File: src/jsu_pkg.sv
// ----------------------------------------------------------------------------
// jsu_pkg
// Types, result codes and helper functions shared by the JSON string unescaper.
// ----------------------------------------------------------------------------
`default_nettype none

package jsu_pkg;

	localparam logic [1:0] KIND_DATA  = 2'd0;
	localparam logic [1:0] KIND_DONE  = 2'd1;
	localparam logic [1:0] KIND_ERROR = 2'd2;

	typedef struct packed {
		logic [7:0] text_byte;
		logic       end_of_text;
	} text_item_t;

	typedef struct packed {
		logic [7:0] out_byte;
		logic [1:0] result_kind;
		logic       last_of_run;
	} result_item_t;

	// all results of one input byte: up to four entries, the last one may be done or error
	typedef struct packed {
		logic [2:0]      n;
		logic [1:0]      last_kind;
		logic [3:0][7:0] bytes;
	} jsu_bundle_t;

	typedef struct packed {
		logic [2:0]      n;
		logic [3:0][7:0] b;
	} utf8_t;

	// {valid, value}
	function automatic logic [4:0] hex_digit(input logic [7:0] c);
		logic [4:0] r;
		r = '0;
		if (c >= 8'h30 && c <= 8'h39) begin
			r = {1'b1, c[3:0]};
		end else if ((c >= 8'h61 && c <= 8'h66) || (c >= 8'h41 && c <= 8'h46)) begin
			r = {1'b1, c[3:0] + 4'd9};
		end
		return r;
	endfunction

	function automatic utf8_t utf8_enc(input logic [20:0] cp);
		utf8_t r;
		r = '0;
		if (cp < 21'h80) begin
			r.n    = 3'd1;
			r.b[0] = cp[7:0];
		end else if (cp < 21'h800) begin
			r.n    = 3'd2;
			r.b[0] = {3'b110, cp[10:6]};
			r.b[1] = {2'b10, cp[5:0]};
		end else if (cp < 21'h10000) begin
			r.n    = 3'd3;
			r.b[0] = {4'b1110, cp[15:12]};
			r.b[1] = {2'b10, cp[11:6]};
			r.b[2] = {2'b10, cp[5:0]};
		end else begin
			r.n    = 3'd4;
			r.b[0] = {5'b11110, cp[20:18]};
			r.b[1] = {2'b10, cp[17:12]};
			r.b[2] = {2'b10, cp[11:6]};
			r.b[3] = {2'b10, cp[5:0]};
		end
		return r;
	endfunction

endpackage

`default_nettype wire

File: src/jsu_decode.sv
// ----------------------------------------------------------------------------
// jsu_decode
// Parser state and the per-byte decode into a bundle of results.
// ----------------------------------------------------------------------------
`default_nettype none

module jsu_decode (
	input  wire logic                 clk,
	input  wire logic                 arst_n,
	input  wire logic                 step,
	input  wire jsu_pkg::text_item_t  item,
	output logic                      has_result,
	output jsu_pkg::jsu_bundle_t      bundle
);
	import jsu_pkg::*;

	localparam logic [2:0] PH_IDLE        = 3'd0;
	localparam logic [2:0] PH_STR         = 3'd1;
	localparam logic [2:0] PH_ESC         = 3'd2;
	localparam logic [2:0] PH_HEX         = 3'd3;
	localparam logic [2:0] PH_AFTER_HI    = 3'd4;
	localparam logic [2:0] PH_AFTER_HI_BS = 3'd5;
	localparam logic [2:0] PH_HEX2        = 3'd6;

	localparam logic [7:0] CH_QUOTE = 8'h22;
	localparam logic [7:0] CH_BSL   = 8'h5c;
	localparam logic [7:0] CH_U     = 8'h75;

	logic [2:0]  phase_q, phase_d;
	logic [1:0]  digit_count_q, digit_count_d;
	logic [15:0] hex_acc_q, hex_acc_d;
	logic [9:0]  held_hi_q, held_hi_d;

	logic [7:0]  c;
	logic [4:0]  hv;
	logic [15:0] acc_new;
	logic        esc_ok;
	logic [7:0]  esc_byte;
	logic        en_a, en_b, done, err;
	logic [20:0] cp_a;
	logic [7:0]  byte_b;
	utf8_t       enc;
	logic [2:0]  n_a, n_data;
	logic [3:0][7:0] bytes;
	logic [20:0] flush_cp;
	logic [20:0] pair_cp;

	always_comb begin
		c        = item.text_byte;
		hv       = hex_digit(c);
		acc_new  = {hex_acc_q[11:0], hv[3:0]};
		flush_cp = {5'd0, 6'b110110, held_hi_q};
		pair_cp  = {({1'b0, held_hi_q} + 11'd64), acc_new[9:0]};
		esc_ok   = 1'b1;
		unique case (c)
			8'h22:   esc_byte = 8'h22;
			8'h5c:   esc_byte = 8'h5c;
			8'h2f:   esc_byte = 8'h2f;
			8'h62:   esc_byte = 8'h08;
			8'h66:   esc_byte = 8'h0c;
			8'h6e:   esc_byte = 8'h0a;
			8'h72:   esc_byte = 8'h0d;
			8'h74:   esc_byte = 8'h09;
			default: begin
				esc_byte = 8'h00;
				esc_ok   = 1'b0;
			end
		endcase
	end

	always_comb begin
		phase_d       = phase_q;
		digit_count_d = digit_count_q;
		hex_acc_d     = hex_acc_q;
		held_hi_d     = held_hi_q;
		en_a          = 1'b0;
		cp_a          = flush_cp;
		en_b          = 1'b0;
		byte_b        = c;
		done          = 1'b0;
		err           = 1'b0;
		unique case (phase_q)
			PH_IDLE: begin
				if (c == CH_QUOTE) begin
					phase_d = PH_STR;
				end else begin
					err = 1'b1;
				end
			end
			PH_STR, PH_AFTER_HI: begin
				if (phase_q == PH_AFTER_HI && c == CH_BSL) begin
					phase_d = PH_AFTER_HI_BS;
				end else begin
					en_a    = (phase_q == PH_AFTER_HI);
					phase_d = PH_STR;
					if (c == CH_QUOTE) begin
						done    = 1'b1;
						phase_d = PH_IDLE;
					end else if (c == CH_BSL) begin
						phase_d = PH_ESC;
					end else begin
						en_b = 1'b1;
					end
				end
			end
			PH_ESC, PH_AFTER_HI_BS: begin
				if (c == CH_U) begin
					phase_d       = (phase_q == PH_ESC) ? PH_HEX : PH_HEX2;
					digit_count_d = 2'd0;
					hex_acc_d     = '0;
				end else if (esc_ok) begin
					en_a    = (phase_q == PH_AFTER_HI_BS);
					en_b    = 1'b1;
					byte_b  = esc_byte;
					phase_d = PH_STR;
				end else begin
					err = 1'b1;
				end
			end
			PH_HEX, PH_HEX2: begin
				if (!hv[4]) begin
					err = 1'b1;
				end else begin
					hex_acc_d = acc_new;
					if (digit_count_q == 2'd3) begin
						digit_count_d = 2'd0;
						phase_d       = PH_STR;
						if (phase_q == PH_HEX) begin
							if (acc_new >= 16'hd800 && acc_new <= 16'hdbff) begin
								held_hi_d = acc_new[9:0];
								phase_d   = PH_AFTER_HI;
							end else begin
								en_a = 1'b1;
								cp_a = {5'd0, acc_new};
							end
						end else begin
							en_a = 1'b1;
							if (acc_new >= 16'hdc00 && acc_new <= 16'hdfff) begin
								cp_a = pair_cp;
							end
						end
					end else begin
						digit_count_d = digit_count_q + 2'd1;
					end
				end
			end
			default: begin
				err = 1'b1;
			end
		endcase
		if (item.end_of_text && phase_d != PH_IDLE) begin
			err = 1'b1;
		end
		if (done || err) begin
			phase_d       = PH_IDLE;
			digit_count_d = 2'd0;
			hex_acc_d     = '0;
			held_hi_d     = '0;
		end
	end

	always_comb begin
		enc    = utf8_enc(cp_a);
		n_a    = en_a ? enc.n : 3'd0;
		bytes  = en_a ? enc.b : '0;
		if (en_b) begin
			bytes[n_a[1:0]] = byte_b;
		end
		n_data = n_a + {2'd0, en_b};
		bundle = '0;
		if (err) begin
			bundle.n         = 3'd1;
			bundle.last_kind = KIND_ERROR;
		end else begin
			bundle.bytes     = bytes;
			bundle.n         = n_data + {2'd0, done};
			bundle.last_kind = done ? KIND_DONE : KIND_DATA;
		end
		has_result = (bundle.n != 3'd0);
	end

	always_ff @(posedge clk or negedge arst_n) begin
		if (!arst_n) begin
			phase_q       <= PH_IDLE;
			digit_count_q <= 2'd0;
			hex_acc_q     <= '0;
			held_hi_q     <= '0;
		end else if (step) begin
			phase_q       <= phase_d;
			digit_count_q <= digit_count_d;
			hex_acc_q     <= hex_acc_d;
			held_hi_q     <= held_hi_d;
		end
	end

endmodule

`default_nettype wire

File: src/jsu_queue.sv
// ----------------------------------------------------------------------------
// jsu_queue
// Two-entry queue of result bundles, unpacked one result per output item.
// ----------------------------------------------------------------------------
`default_nettype none

module jsu_queue (
	input  wire logic                   clk,
	input  wire logic                   arst_n,
	input  wire logic                   push,
	input  wire jsu_pkg::jsu_bundle_t   push_data,
	output logic                        push_ok,
	output logic                        result_valid,
	input  wire logic                   result_stall,
	output jsu_pkg::result_item_t       result_item
);
	import jsu_pkg::*;

	jsu_bundle_t ent_q [2];
	logic        wr_ptr_q, rd_ptr_q;
	logic [1:0]  count_q;
	logic [1:0]  idx_q;

	jsu_bundle_t head;
	logic [2:0]  n_m1;
	logic        is_last, take, pop;

	always_comb begin
		head         = ent_q[rd_ptr_q];
		n_m1         = head.n - 3'd1;
		is_last      = (idx_q == n_m1[1:0]);
		result_valid = (count_q != 2'd0);
		take         = result_valid && !result_stall;
		pop          = take && is_last;
		push_ok      = (count_q != 2'd2) || pop;
		result_item.last_of_run = is_last;
		result_item.result_kind = is_last ? head.last_kind : KIND_DATA;
		result_item.out_byte    = (result_item.result_kind == KIND_DATA) ?
			head.bytes[idx_q] : 8'h00;
	end

	always_ff @(posedge clk) begin
		if (push && push_ok) begin
			ent_q[wr_ptr_q] <= push_data;
		end
	end

	always_ff @(posedge clk or negedge arst_n) begin
		if (!arst_n) begin
			wr_ptr_q <= 1'b0;
			rd_ptr_q <= 1'b0;
			count_q  <= 2'd0;
			idx_q    <= 2'd0;
		end else begin
			if (push && push_ok) begin
				wr_ptr_q <= ~wr_ptr_q;
			end
			if (pop) begin
				rd_ptr_q <= ~rd_ptr_q;
				idx_q    <= 2'd0;
			end else if (take) begin
				idx_q <= idx_q + 2'd1;
			end
			count_q <= count_q + {1'b0, push && push_ok} - {1'b0, pop};
		end
	end

endmodule

`default_nettype wire

File: src/json_string_unescape_utf8.sv
// ----------------------------------------------------------------------------
// json_string_unescape_utf8
// Unescapes a quoted JSON string, one text byte per item, into UTF-8 bytes.
// ----------------------------------------------------------------------------
//  channel  handshake                  payload
//  text     text_valid / text_stall    text_item   (text_byte, end_of_text)
//  result   result_valid / result_stall result_item (out_byte, result_kind, last_of_run)
//
//  one text item per cycle while text_stall is low; each is registered, then decoded,
//  and its results are registered in the queue; they leave one per cycle unless
//  stalled, and a two-bundle queue absorbs bytes that give three or four results
//  bytes that give no result (opening quote, backslash, hex digits) leave no gap
//  after reset the block expects an opening quote with no result pending
//  a stalled output fills the queue and then raises text_stall
// ----------------------------------------------------------------------------
`default_nettype none

module json_string_unescape_utf8 (
	input  wire logic                   clk,
	input  wire logic                   arst_n,
	input  wire logic                   text_valid,
	output logic                        text_stall,
	input  wire jsu_pkg::text_item_t    text_item,
	output logic                        result_valid,
	input  wire logic                   result_stall,
	output jsu_pkg::result_item_t       result_item
);
	import jsu_pkg::*;

	logic        valid_s1;
	text_item_t  item_s1;
	logic        has_result, push_ok, advance;
	jsu_bundle_t bundle;

	assign advance    = valid_s1 && (!has_result || push_ok);
	assign text_stall = valid_s1 && !advance;

	always_ff @(posedge clk or negedge arst_n) begin
		if (!arst_n) begin
			valid_s1 <= 1'b0;
		end else if (!text_stall) begin
			valid_s1 <= text_valid;
		end
	end

	always_ff @(posedge clk) begin
		if (text_valid && !text_stall) begin
			item_s1 <= text_item;
		end
	end

	jsu_decode u_decode (
		.clk        (clk),
		.arst_n     (arst_n),
		.step       (advance),
		.item       (item_s1),
		.has_result (has_result),
		.bundle     (bundle)
	);

	jsu_queue u_queue (
		.clk          (clk),
		.arst_n       (arst_n),
		.push         (advance && has_result),
		.push_data    (bundle),
		.push_ok      (push_ok),
		.result_valid (result_valid),
		.result_stall (result_stall),
		.result_item  (result_item)
	);

endmodule

`default_nettype wire
File: config.mk
export PLATFORM = sky130hd
export DESIGN_NAME = json_string_unescape_utf8
export DESIGN_NICKNAME = d
export VERILOG_FILES = /design/src/jsu_pkg.sv /design/src/jsu_decode.sv /design/src/jsu_queue.sv /design/src/json_string_unescape_utf8.sv
export SDC_FILE = /design/constraint.sdc
export NUM_CORES = 1
export LEC_CHECK = 0
export ABC_AREA = 1
export BUFFER_PORTS_ARGS = -buffer_cell sky130_fd_sc_hd__buf_2
export CAP_MARGIN = 20
export CORE_ASPECT_RATIO = 1.2
export CORE_MARGIN = 5
export CORE_UTILIZATION = 55
export CTS_CLUSTER_SIZE = 30
export DETAILED_ROUTE_END_ITERATION = 16
export GPL_ROUTABILITY_DRIVEN = 0
export PLACE_DENSITY_LB_ADDON = 0.1
export SETUP_SLACK_MARGIN = 0.02
export SLEW_MARGIN = 15
export SYNTH_ARGS = -nofsm -noshare
export SYNTH_HDL_FRONTEND = slang
export SYNTH_HIERARCHICAL = 1
export SYNTH_SLANG_ARGS = --single-unit
File: constraint.sdc
create_clock -name clk -period 13.8 [get_ports clk]
set_input_delay 0 -clock clk [delete_from_list [all_inputs] [get_ports clk]]
set_output_delay 0 -clock clk [all_outputs]
set_load 0.05 [all_outputs]
==> reports/results.tsv, run 1 <==
stage	metric	value	unit
run_status	status	finished, final reports clean	
grt	grt.total_usage	23.9	%
pwr	total_power	0.00146	W
sta	worst_clock_skew	0.0104	ns
floorplan	die_h	135	um
clock_tree	cts_sinks	115	
critical_path	critPathCaptureType	flop	
drt	first_iter_violations	526	
drt	wirelength	17.8	mm
floorplan	design.core.area	12700	sq um
critical_path	criticalPathCategory	reg2reg	
grt	grt_pass1_wl	29.1	mm
critical_path	regToRegSetupSlack	8.24	ns
drt	firstDrtPassIters	6	
clock_tree	cts_made_buffers	17	
drt	viasPerCell	5.73	
place	numPortBuffers	25	
yosys	yosys_warnings	6	
grt	gr-total-overflow	0	
floorplan	die_x	114	um
sta	max_freq	0.180	GHz
sta	period_share	40.3	%
clock_tree	ctsHtreeMaxLevel	4	
sta	final.setup.tns	0	ns
critical_path	reg2regPathDepth	26	
floorplan	start_util	56.4	%
yosys	post_synth_inst_count	865	
drt	drc	0	
clock_tree	cts_repair_resize_count	0	
flow_run	maxCapViolations	0	
critical_path	r2r-end	u_decode/held_hi_q[9]	
floorplan	row_count	45	
grt	antenna_found_initial	0	
final_layout	area_growth	12.5	%
sta	finalSetupViolCount	0	
drt	wl_per_cell	16.6	um
sta	fin_crit	5.56	ns
place	dpl.hpwl	12.7	mm
critical_path	critical_path_required	14.07	ns
critical_path	worstSetupStartpointType	flop	
final_layout	drive_gt1_share	14.7	%
floorplan	pin_count	26	
yosys	syn_avg_cell_area	8.25	sq um
grt	grt_start_max_net_pins	38	
sta	timing.hold.ws	0.211	ns
critical_path	arrival	5.83	ns
drt	via_count	6130	
pwr	power.static_leakage	3.39	nW
clock_tree	cts_tree	built	
place	post_dp_cell_area	7300	sq um
critical_path	path_max_fanout	20	
clock_tree	insertion_delay	0.41	ns
clock_tree	clk_pin_slew	0.06	ns
yosys	syn-cell-area	7140	sq um
drt	ant_nets	0	
clock_tree	cts_root_buf	clkbuf_16	
sta	maxSlewViolCount	0	
sta	worstMarginPinSlew	1.16	ns
floorplan	die_area	15400	sq um
final_layout	fillCellCount	1097	
grt	grt_pass1_vias	5905	
critical_path	reg2reg_from	item_s1[1]	
sta	grt_setup_unrepaired	no	
final_layout	diodes	0	
clock_tree	clock_path_buffers	2	
worst_hold_path	hold_path.class	in2async	
sta	hold_viol_final	0	
final_layout	final_area	8030	sq um
pwr	vdd_ir_drop_max	0.207	mV
final_layout	final_util	63.4	%
final_layout	finalNetCount	916	
pwr	p_per_area	181	nW/um^2
sta	relSlewSlack	22.1	%
-- placed cells by master, fill, tap and decap left out, types with 7 or more instances in the layout --
master,instances
clkbuf_16,17
o22ai_1,7
ha_1,9
o21ai_1,24
dlygate4sd3_1,12
nand2_2,15
mux2i_1,9
nand3_1,39
o21ai_0,43
nor3_1,10
nor2_1,90
nand4_1,17
inv_1,95
edfxtp_1,81
nor2_2,10
dfrtp_1,34
inv_2,12
a21oi_1,59
buf_2,25
a22oi_1,19
nand2_1,196
-- per-stage QoR --
stage / setup slack [ns] / cells
global placement: 8.64 / 1026
finish: 8.24 / 1070
CTS: 8.31 / 1070
floorplan: 8.77 / 866
global route: 7.80 / 1070
detailed placement: 8.34 / 1026
-- sequential cells by signal (all words and copies together) (netlist names) --
name	flops
u_decode/digit_count_q	2
u_decode/phase_q	3
u_queue/count_q	2
valid_s1	1
u_queue/ent_q	72
item_s1	9
u_queue/wr_ptr_q	1
u_decode/hex_acc_q	12
u_queue/idx_q	2
u_decode/held_hi_q	10
u_queue/rd_ptr_q	1
-- worst max-delay path, stage by stage (launching register included) --
cell	delay, ns
edfxtp_1	0.46
inv_1	0.16
ha_1	0.25
inv_1	0.06
nand2_1	0.05
nand2_1	0.09
nand2_2	0.08
nand2_4	0.10
nand2_4	0.13
nand3_4	0.15
inv_2	0.12
o21ai_2	0.07
nand2_1	0.07
nor2_2	0.41
nand4_4	0.23
nand2_2	0.21
nand2_1	0.07
nand2_1	0.08
fa_1	0.17
inv_1	0.04
ha_1	0.18
xnor2_1	0.15
nand4_1	0.17
a21boi_0	0.94
nand2_1	0.67
nand2_1	0.20
o21ai_1	0.08
-- routing by layer --
layer | vias up | global-route usage, % | wire [um]
met4 | 0 | 9.83 | 638
met2 | 310 | 40.3 | 8750
met3 | 51 | 4.80 | 1230
met1 | 2792 | 29.9 | 7170
li1 | 2977 | - | -
met5 | - | 0 | 0
-- worst max-delay path by stage --
stage,start,to,cells after the start
3_5_place_dp,item_s1[1],u_decode/held_hi_q[2],26
3_3_place_gp,item_s1[1],u_decode/held_hi_q[6],26
4_1_cts,item_s1[1],u_decode/held_hi_q[2],26
6_report,item_s1[1],u_decode/held_hi_q[9],26
5_1_grt,item_s1[1],u_decode/held_hi_q[2],26
2_1_floorplan,item_s1[1],u_queue/ent_q[1][0],26
-- timing repair --
item	in CTS	in global routing
hold endpoints to repair	47	0
hold buffers	12	0
buffers inserted	0	0
-- report_power, final --
part / switching [W] / leakage (nW) / internal [W]
sequential: 0.0000237 / 1.23 / 0.000462
combinational: 0.000391 / 1.87 / 0.000129
clock: 0.000158 / 0.289 / 0.000294
-- area by class of cell --
class | instances | area [sq um] | share of cell area (%)
clock buffer | 20 | 457 | 5.69
clock inverter | 12 | 156 | 1.95
inverter | 110 | 415 | 5.17
multi-input combinational | 609 | 3250 | 40.4
sequential | 115 | 3280 | 40.9
tap | 164 | 205 | 2.56
timing repair buffer | 40 | 268 | 3.33
(Power assumes the default switching activity.)
==> run 2: changes to the inputs <==
Clock period 13.8 ns to 5.3 ns, I/O delays scaled along.
==> reports/results.tsv, run 2 (synthesis gave the netlist of run 1 again) <==
stage	metric	value	unit	change
final_layout	finalNetCount	917		was 916
sta	worst_clock_skew	0.0112	ns	was 0.0104 ns
final_layout	max_flop_register	u_queue/ent_q		unchanged
critical_path	cp_slowest_stage_delay	0.45	ns	was 0.94 ns
grt	grt_pass1_wl	28.7	mm	was 29.1 mm
pwr	vdd_ir_drop_max	0.466	mV	was 0.207 mV
critical_path	crit_top_cell	nand2_1		unchanged
final_layout	area_growth	12.8	%	was 12.5%
grt	gr-total-overflow	0		unchanged
clock_tree	insertion_delay	0.41	ns	about the same
sta	finalSetupViolCount	0		unchanged
final_layout	fillCellCount	1085		was 1097
sta	final.setup.tns	0	ns	unchanged
pwr	p_per_area	474	nW/um^2	was 181 nW/um^2
sta	relSlewSlack	48.6	%	was 22.1%
critical_path	path_max_fanout	20		unchanged
clock_tree	cts_sinks	115		unchanged
critical_path	worstSetupStartpointType	flop		unchanged
floorplan	die_h	135	um	unchanged
grt	grt_pass1_vias	5883		was 5905
place	numPortBuffers	25		unchanged
final_layout	stdcell_count	1071		was 1070
final_layout	diodes	0		unchanged
drt	via_count	6120		was 6130
pwr	power.static_leakage	3.41	nW	was 3.39 nW
run_status	status	finished, final reports clean		unchanged
clock_tree	clk_pin_slew	0.06	ns	about the same
drt	firstDrtPassIters	6		unchanged
floorplan	start_util	56.4	%	unchanged
sta	grt_setup_unrepaired	no		unchanged
grt	antenna_found_initial	0		unchanged
critical_path	arrival	5.05	ns	was 5.83 ns
floorplan	die_x	114	um	unchanged
clock_tree	clock_path_buffers	2		unchanged
sta	timing.hold.ws	0.187	ns	was 0.211 ns
clock_tree	cts_root_buf	clkbuf_16		unchanged
sta	period_share	89.5	%	was 40.3%
grt	grt.total_usage	23.5	%	was 23.9%
final_layout	largest_reg_flops	72		unchanged
critical_path	reg2regPathDepth	26		unchanged
final_layout	drive_gt1_share	14.8	%	was 14.7%
critical_path	critical_path_required	5.61	ns	was 14.07 ns
sta	maxSlewViolCount	0		unchanged
sta	worstMarginPinSlew	0.772	ns	was 1.16 ns
place	dpl.cell_count	1027		was 1026
drt	wirelength	17.6	mm	was 17.8 mm
clock_tree	cts_repair_resize_count	0		unchanged
clock_tree	cts_made_buffers	17		unchanged
grt	grt_start_max_net_pins	38		unchanged
final_layout	mostFrequentLayoutCells	nand2_1 (196), inv_1 (95), nor2_1 (90)		unchanged
drt	ant_nets	0		unchanged
critical_path	regToRegSetupSlack	0.56	ns	was 8.24 ns
drt	wl_per_cell	16.4	um	was 16.6 um
critical_path	reg2reg_from	item_s1[1]		unchanged
critical_path	r2r-end	u_decode/held_hi_q[0]		was u_decode/held_hi_q[9]
critical_path	criticalPathCategory	reg2reg		unchanged
sta	fin_crit	4.74	ns	was 5.56 ns
floorplan	row_count	45		unchanged
sta	max_freq	0.211	GHz	was 0.180 GHz
flow_run	maxCapViolations	0		unchanged
final_layout	final_common_cell	nand2_1		unchanged
critical_path	critPathCaptureType	flop		unchanged
worst_hold_path	hold_path.class	in2async		unchanged
final_layout	reg_top3	u_queue/ent_q: 72 flops, u_decode/hex_acc_q: 12 flops, u_decode/held_hi_q: 10 flops		unchanged
clock_tree	ctsHtreeMaxLevel	4		unchanged
drt	first_iter_violations	446		was 526
floorplan	pin_count	26		unchanged
critical_path	slowest_stage	edfxtp_1		was a21boi_0
drt	viasPerCell	5.71		was 5.73
floorplan	die_area	15400	sq um	unchanged
place	dpl.hpwl	12.5	mm	was 12.7 mm
sta	hold_viol_final	0		unchanged
floorplan	design.core.area	12700	sq um	unchanged
drt	drc	0		unchanged
clock_tree	cts_tree	built		unchanged
## run 2: how the worst max path moves through the flow
| stage | from | endpoint | slack, ns | cells past startpoint |
|---|---|---|---|---|
| 3_5_place_dp | item_s1[1] | u_decode/held_hi_q[3] | 0.69 | 27 |
| 5_1_grt | item_s1[1] | u_decode/held_hi_q[3] | 0.02 | 27 |
| 6_report | item_s1[1] | u_decode/held_hi_q[0] | 0.56 | 26 |
| 3_3_place_gp | item_s1[1] | u_decode/held_hi_q[8] | 0.92 | 27 |
| 2_1_floorplan | item_s1[1] | u_queue/ent_q[1][0] | 0.27 | 26 |
| 4_1_cts | item_s1[1] | u_decode/held_hi_q[7] | 0.59 | 27 |
## run 2: layer usage
layer / vias to the layer above / share of wire [%] / track usage, %
met5: - / 0 / 0
met1: 2808 / 40 / 29.1
li1: 2975 / - / -
met2: 277 / 48 / 39.1
met3: 60 / 6.6 / 4.62
met4: 0 / 4.8 / 11.5
## run 2: cell type report
type	instances	area, sq um	share of cell area (%)
clock buffer	17	425	5.28
clock inverter	15	203	2.52
inverter	110	415	5.16
multi-input combinational	609	3250	40.3
sequential	115	3280	40.8
tap	164	205	2.55
timing repair buffer	41	275	3.42
## run 2: timing repair
item | in CTS | in global routing
setup buffers | 0 | 0
endpoints found under the hold margin | 47 | 0
hold buffers | 12 | 0
## run 2: critical path: cells and delay by family (launching register included)
family | cells | cell delay, ns
flops | 1 | 0.45
compound gates | 3 | 0.62
simple gates | 14 | 2.28
xor+xnor | 1 | 0.15
buf+inv | 5 | 0.56
fa+ha+maj | 3 | 0.59
## run 2: power by group
group          switching, W  total, W  internal (W)
clock network      0.000418   0.00121      0.000790
registers         0.0000880   0.00129       0.00120
logic              0.000982   0.00132      0.000338
## run 2: stage by stage
| stage | total power (W) | worst slack (ns) | cell area [sq um] | util [%] |
|---|---|---|---|---|
| floorplan | 0.00235 | 0.272 | 7140 | - |
| global placement | 0.00261 | 0.921 | 7300 | 57.7 |
| detailed placement | 0.00263 | 0.690 | 7300 | 57.7 |
| CTS | 0.00385 | 0.594 | 8050 | 63.6 |
| global route | 0.00403 | 0.0239 | 8050 | 63.6 |
| finish | 0.00382 | 0.556 | 8050 | 63.6 |
